`config.mk`:
```
export PLATFORM = sky130hd
export DESIGN_NAME = gdt_ctrl
export DESIGN_NICKNAME = d
export VERILOG_FILES = /design/src/hw/rtl/gdt_pkg.sv /design/src/hw/rtl/gdt_ctrl.sv
export SDC_FILE = /design/constraint.sdc
export NUM_CORES = 1
export LEC_CHECK = 0
export BUFFER_PORTS_ARGS = -buffer_cell sky130_fd_sc_hd__buf_2
export CAP_MARGIN = 20
export CORE_ASPECT_RATIO = 0.9
export CORE_UTILIZATION = 45
export CTS_BUF_LIST = sky130_fd_sc_hd__clkbuf_16
export CTS_CLUSTER_SIZE = 30
export DETAILED_ROUTE_END_ITERATION = 6
export PLACE_DENSITY = 0.83
export REMOVE_ABC_BUFFERS = 1
export SYNTH_ARGS = -nofsm -noshare
export SYNTH_HDL_FRONTEND = slang
export SYNTH_SLANG_ARGS = --single-unit
```
`constraint.sdc`:
```
create_clock -name clk -period 4.67 [get_ports clk]
set_input_delay 0.934 -clock clk [delete_from_list [all_inputs] [get_ports clk]]
set_output_delay 0.934 -clock clk [all_outputs]
set_load 0.01 [all_outputs]
```
`src/hw/rtl/gdt_pkg.sv`:
```
// Package: shared constants, codes, state types and control structs for the graph walker.
`timescale 1ns / 1ps

package gdt_pkg;

  localparam int NUM_VERTICES_DEF = 256;
  localparam int VERTEX_W         = 8;
  localparam int CMD_W            = 3;
  localparam int CHUNK            = 16;
  localparam int CHUNK_W          = 4;

  typedef enum logic [CMD_W-1:0] {
    CMD_CLEAR = 3'd0,
    CMD_ADD   = 3'd1,
    CMD_DFS   = 3'd2,
    CMD_BFS   = 3'd3,
    CMD_STEP  = 3'd4
  } cmd_t;

  typedef enum logic [1:0] {
    MODE_IDLE      = 2'd0,
    MODE_DFS       = 2'd1,
    MODE_BFS       = 2'd2,
    MODE_DFS_START = 2'd3
  } mode_t;

  typedef enum logic [3:0] {
    ST_CLR,
    ST_IDLE,
    ST_ADD_A,
    ST_ADD_B,
    ST_DFS_TOP,
    ST_DFS_FR,
    ST_DFS_SCAN,
    ST_DFS_PUSH,
    ST_BFS_POP,
    ST_BFS_U,
    ST_BFS_SCAN,
    ST_EMIT
  } state_t;

  typedef struct packed {
    logic cap_in;
    logic clr_start;
    logic clr_wr;
    logic walk_clear;
    logic dfs_start;
    logic bfs_start;
    logic add_rd_a;
    logic add_wr_a;
    logic add_wr_b;
    logic res_done;
    logic res_start;
    logic dfs_rd_top;
    logic dfs_fr;
    logic scan_adv;
    logic dfs_hit;
    logic dfs_push;
    logic dfs_pop;
    logic bfs_pop;
    logic bfs_u;
    logic bfs_enq;
    logic load_out;
  } ctl_t;

  typedef struct packed {
    logic  clr_last;
    mode_t mode;
    logic  depth_zero;
    logic  q_empty;
    logic  hit;
    logic  last_chunk;
    logic  tail_full;
    logic  out_free;
  } sts_t;

  function automatic logic [CHUNK_W-1:0] prio_idx(input logic [CHUNK-1:0] bits);
    logic [CHUNK_W-1:0] idx;
    idx = '0;
    for (int i = CHUNK - 1; i >= 0; i--) begin
      if (bits[i]) begin
        idx = CHUNK_W'(i);
      end
    end
    return idx;
  endfunction

endpackage

```
`src/hw/rtl/gdt_ctrl.sv`:
```
// Controller: command sequencing state machine of the graph walker.
`timescale 1ns / 1ps

module gdt_ctrl
  import gdt_pkg::*;
(
  input  logic             clk,
  input  logic             rst_n,
  input  logic             in_tvalid,
  input  logic [CMD_W-1:0] in_cmd,
  output logic             in_tready,
  input  sts_t             sts,
  output ctl_t             ctl
);

  state_t state_r, state_nxt;
  logic   fire;

  assign in_tready = (state_r == ST_IDLE);
  assign fire      = in_tvalid && in_tready;

  always_ff @(posedge clk) begin
    if (!rst_n) begin
      state_r <= ST_CLR;
    end else begin
      state_r <= state_nxt;
    end
  end

  always_comb begin
    state_nxt = state_r;
    unique case (state_r)
      ST_CLR: begin
        if (sts.clr_last) state_nxt = ST_IDLE;
      end
      ST_IDLE: begin
        if (fire) begin
          case (in_cmd)
            CMD_CLEAR: state_nxt = ST_CLR;
            CMD_ADD:   state_nxt = ST_ADD_A;
            CMD_STEP: begin
              unique case (sts.mode)
                MODE_DFS:       state_nxt = ST_DFS_TOP;
                MODE_BFS:       state_nxt = ST_BFS_POP;
                MODE_DFS_START: state_nxt = ST_EMIT;
                MODE_IDLE:      state_nxt = ST_EMIT;
                default:        state_nxt = ST_EMIT;
              endcase
            end
            default: state_nxt = ST_IDLE;
          endcase
        end
      end
      ST_ADD_A:   state_nxt = ST_ADD_B;
      ST_ADD_B:   state_nxt = ST_IDLE;
      ST_DFS_TOP: state_nxt = sts.depth_zero ? ST_EMIT : ST_DFS_FR;
      ST_DFS_FR:  state_nxt = ST_DFS_SCAN;
      ST_DFS_SCAN: begin
        if (sts.hit) state_nxt = ST_DFS_PUSH;
        else if (sts.last_chunk) state_nxt = ST_DFS_TOP;
      end
      ST_DFS_PUSH: state_nxt = ST_EMIT;
      ST_BFS_POP:  state_nxt = sts.q_empty ? ST_EMIT : ST_BFS_U;
      ST_BFS_U:    state_nxt = ST_BFS_SCAN;
      ST_BFS_SCAN: begin
        if (sts.hit) begin
          if (sts.tail_full) state_nxt = ST_EMIT;
        end else if (sts.last_chunk) begin
          state_nxt = ST_EMIT;
        end
      end
      ST_EMIT: begin
        if (sts.out_free) state_nxt = ST_IDLE;
      end
      default: state_nxt = ST_IDLE;
    endcase
  end

  always_comb begin
    ctl = '0;
    unique case (state_r)
      ST_CLR: ctl.clr_wr = 1'b1;
      ST_IDLE: begin
        if (fire) begin
          ctl.cap_in = 1'b1;
          case (in_cmd)
            CMD_CLEAR: begin
              ctl.walk_clear = 1'b1;
              ctl.clr_start  = 1'b1;
            end
            CMD_ADD: ctl.add_rd_a = 1'b1;
            CMD_DFS: begin
              ctl.walk_clear = 1'b1;
              ctl.dfs_start  = 1'b1;
            end
            CMD_BFS: begin
              ctl.walk_clear = 1'b1;
              ctl.bfs_start  = 1'b1;
            end
            CMD_STEP: begin
              if (sts.mode == MODE_DFS_START) ctl.res_start = 1'b1;
              else if (sts.mode == MODE_IDLE) ctl.res_done = 1'b1;
            end
            default: ctl.cap_in = 1'b1;
          endcase
        end
      end
      ST_ADD_A: ctl.add_wr_a = 1'b1;
      ST_ADD_B: ctl.add_wr_b = 1'b1;
      ST_DFS_TOP: begin
        if (sts.depth_zero) ctl.res_done = 1'b1;
        else ctl.dfs_rd_top = 1'b1;
      end
      ST_DFS_FR: ctl.dfs_fr = 1'b1;
      ST_DFS_SCAN: begin
        if (sts.hit) ctl.dfs_hit = 1'b1;
        else if (sts.last_chunk) ctl.dfs_pop = 1'b1;
        else ctl.scan_adv = 1'b1;
      end
      ST_DFS_PUSH: ctl.dfs_push = 1'b1;
      ST_BFS_POP: begin
        if (sts.q_empty) ctl.res_done = 1'b1;
        else ctl.bfs_pop = 1'b1;
      end
      ST_BFS_U: ctl.bfs_u = 1'b1;
      ST_BFS_SCAN: begin
        if (sts.hit) begin
          if (!sts.tail_full) ctl.bfs_enq = 1'b1;
        end else if (!sts.last_chunk) begin
          ctl.scan_adv = 1'b1;
        end
      end
      ST_EMIT: begin
        if (sts.out_free) ctl.load_out = 1'b1;
      end
      default: ctl = '0;
    endcase
  end

endmodule

```
==> reports/results.ini <==
[status]
status = finished clean

[global_route]
grt_pass1_vias = 741
grt_pass1_wl_mm = 3.19
grt_usage_pct = 25.9
antenna_found_initial = 0
grt_overflow = 0
grt_max_degree = 25

[timing]
period_minus_slack_ns = 3.01
slew_violations = 0
rsz0062_at_grt = false
fin_crit_sh_pct = 64.3
slew_headroom_pct = 51.6
setup_viol_count_final = 0
hold_viol = 0
whs_ns = 0.821
fin_skew_ns = 0.00228
setup-tns-final_ns = 0
tightest_slew_ns = 0.724
fmax_ghz = 0.333

[floorplan]
num_rows = 12
core_um2 = 1320
dieWidth_um = 43.2
io_pins = 37
dieArea_um2 = 1690
start_util_pct = 52.0
fp.dieH_um = 39.1

[final_layout]
final_nets = 148
multi_input_area_um2 = 538
antennaDiodeCount = 0
ff_latch_area_um2 = 80.1
finalNonFillerCells = 142
largest_registers = state_r x4
drive_above_1_share_pct = 33.6
largest_register_ffs = 4
n_fill_cell = 123
area_growth_pct = 32.4
top_register = state_r

[hold_path]
whs_endpoint = state_r[3]
hold_class = flip-flop to flip-flop
min_path_cells = 2
hold_start = state_r[3]

[yosys]
synth.avg_cell_area_um2 = 7.01
syn_area_um2 = 687
yosys_warnings = 0
synthDistinctLibCells = 40
syn_inst = 98
ys_seq_area_share_pct = 11.7
synth_area_leaders = dfxtp_1 (12%), nand2b_1 (6.4%), ha_1 (5.5%)
synth_top_area_cell = dfxtp_1
ys_ff_latch = 4
async_reset_ff_share_pct = 0
synth_top_area_share_pct = 11.7
synth_edf_count = 0
synth-main-ff-cell = dfxtp_1

[worst_setup_path]
r2r_cells = 4
cp_top_family = simple AND/OR/NAND/NOR gates
crit_required_ns = 3.74
critPathMaxFanout = 17
cp_num_buf_inv = 1
worstReg2RegEnd = state_r[3]
crit_type = flip-flop to output pin
r2r_slack_ns = 2.55
slowest_stage = dfxtp_1
slowest_delay_ns = 0.62
cp-start-kind = flip-flop
critPathArrivalTime_ns = 2.07
crit_path_end_kind = output pin
path_cells = nand2b_1, nor3_1, and2_1, nor2b_1, and3_1, buf_2
r2r-start = state_r[2]

[drt]
wl_mm = 1.98
wire_per_inst_um = 13.9
drc_errors = 0
via_per_inst = 6.00
drtAntennaViolNets = 0
vias = 852
drtIter0Drc = 15
drt_pass1_iterations = 4

[power_and_ir_drop]
finalPower_w = 0.000354
p_per_area_nw_per_um2 = 389
ir_drop_mv = 0.320
p_leak_nw = 0.467

[clocking]
cts.sinks = 4
ctsHoldBuffers = 0
cts_resized = 0
max-clock-path-buffers = 2
htreeDepth = 1
cts.clk_slew.worst_paths_ns = 0.03
post_cts_buffers = 0
clk_latency_ns = 0.22
numCtsBuffers = 3
cts_tree = built
cts-root-buf = clkbuf_16

[placement]
gp_congestion = 0.911
io_buffers = 36
dp_cells = 139
place_hpwl_mm = 1.50

[run]
cap_violations = 0

-- cell type report --
type / instances / share of cell area, %
inverters: 5 / 2.06
clock buffers: 3 / 8.25
well taps: 14 / 1.93
repair buffers: 36 / 19.8
flip-flops and latches: 4 / 8.80
multi-input cells: 80 / 59.1
-- cell usage in the layout, fill, tap and decap left out, types with 2 or more instances in the layout --
cell,synthesis,final
nand2_1,3,3
mux2i_1,2,2
a21oi_1,6,6
ha_1,3,3
nor3b_1,4,4
inv_1,5,5
clkbuf_16,0,3
nand2b_1,7,7
nand3b_1,3,3
o21ai_0,3,3
nand3_1,2,2
nor2_1,8,8
nor2b_1,3,3
nor4_1,5,5
and3_1,4,4
buf_2,1,36
nor3_1,6,6
dfxtp_1,4,4
-- per-stage QoR --
step / instance area [µm²] / utilization [%] / setup WS [ns]
finish: 910 / 68.8 / 1.66
global route: 910 / 68.8 / 1.45
CTS: 910 / 68.8 / 1.71
detailed placement: 835 / 63.2 / 1.96
global placement: 835 / 63.2 / 1.98
floorplan: 637 / - / 2.01
-- cells by family after synthesis --
family,share of synthesized area [%]
simple gates,49.9
fa+ha+maj,5.47
mux,2.91
flops,11.7
buf+inv,10.0
compound gates,18.8
xor+xnor,1.28
-- Yosys cell counts, drive strengths merged, types with 4 or more instances --
cell	number
nor2	8
clkbuf	6
nand2b	7
inv	5
nor3b	4
a21oi	6
nor3	6
nor4	5
and3	4
dfxtp	4
-- power breakdown --
part	leakage (nW)	internal (W)	switching (W)	total, W
clock network	0.0370	0.000109	0.0000242	0.000134
registers	0.0328	0.0000419	0.0000317	0.0000737
logic	0.397	0.0000690	0.0000778	0.000147
total	0.467	0.000220	0.000134	0.000354
-- worst min-delay path: cells and delay by family (launching register included) --
kind	cells	cell delay (ns)
flops	1	0.44
simple gates	1	0.22
compound gates	1	0.11
-- routing by layer --
layer	share of wire (%)	wire (µm)	GRT usage [%]
met2	49	974	41.0
met4	1.2	23	15.9
met3	5.2	103	5.61
met1	44	876	32.2
met5	0	0	0
-- how the worst max path moves through the flow --
stage	slack, ns	startpoint	cells past startpoint	endpoint
6_report	1.66	state_r[0]	6	ctl[14]
5_1_grt	1.45	state_r[0]	6	ctl[14]
4_1_cts	1.71	state_r[0]	6	ctl[15]
3_5_place_dp	1.96	state_r[0]	6	ctl[15]
3_3_place_gp	1.98	in_cmd[1]	4	ctl[10]
2_1_floorplan	2.01	state_r[0]	5	ctl[16]
No activity file was read; power rests on OpenSTA's default activity.
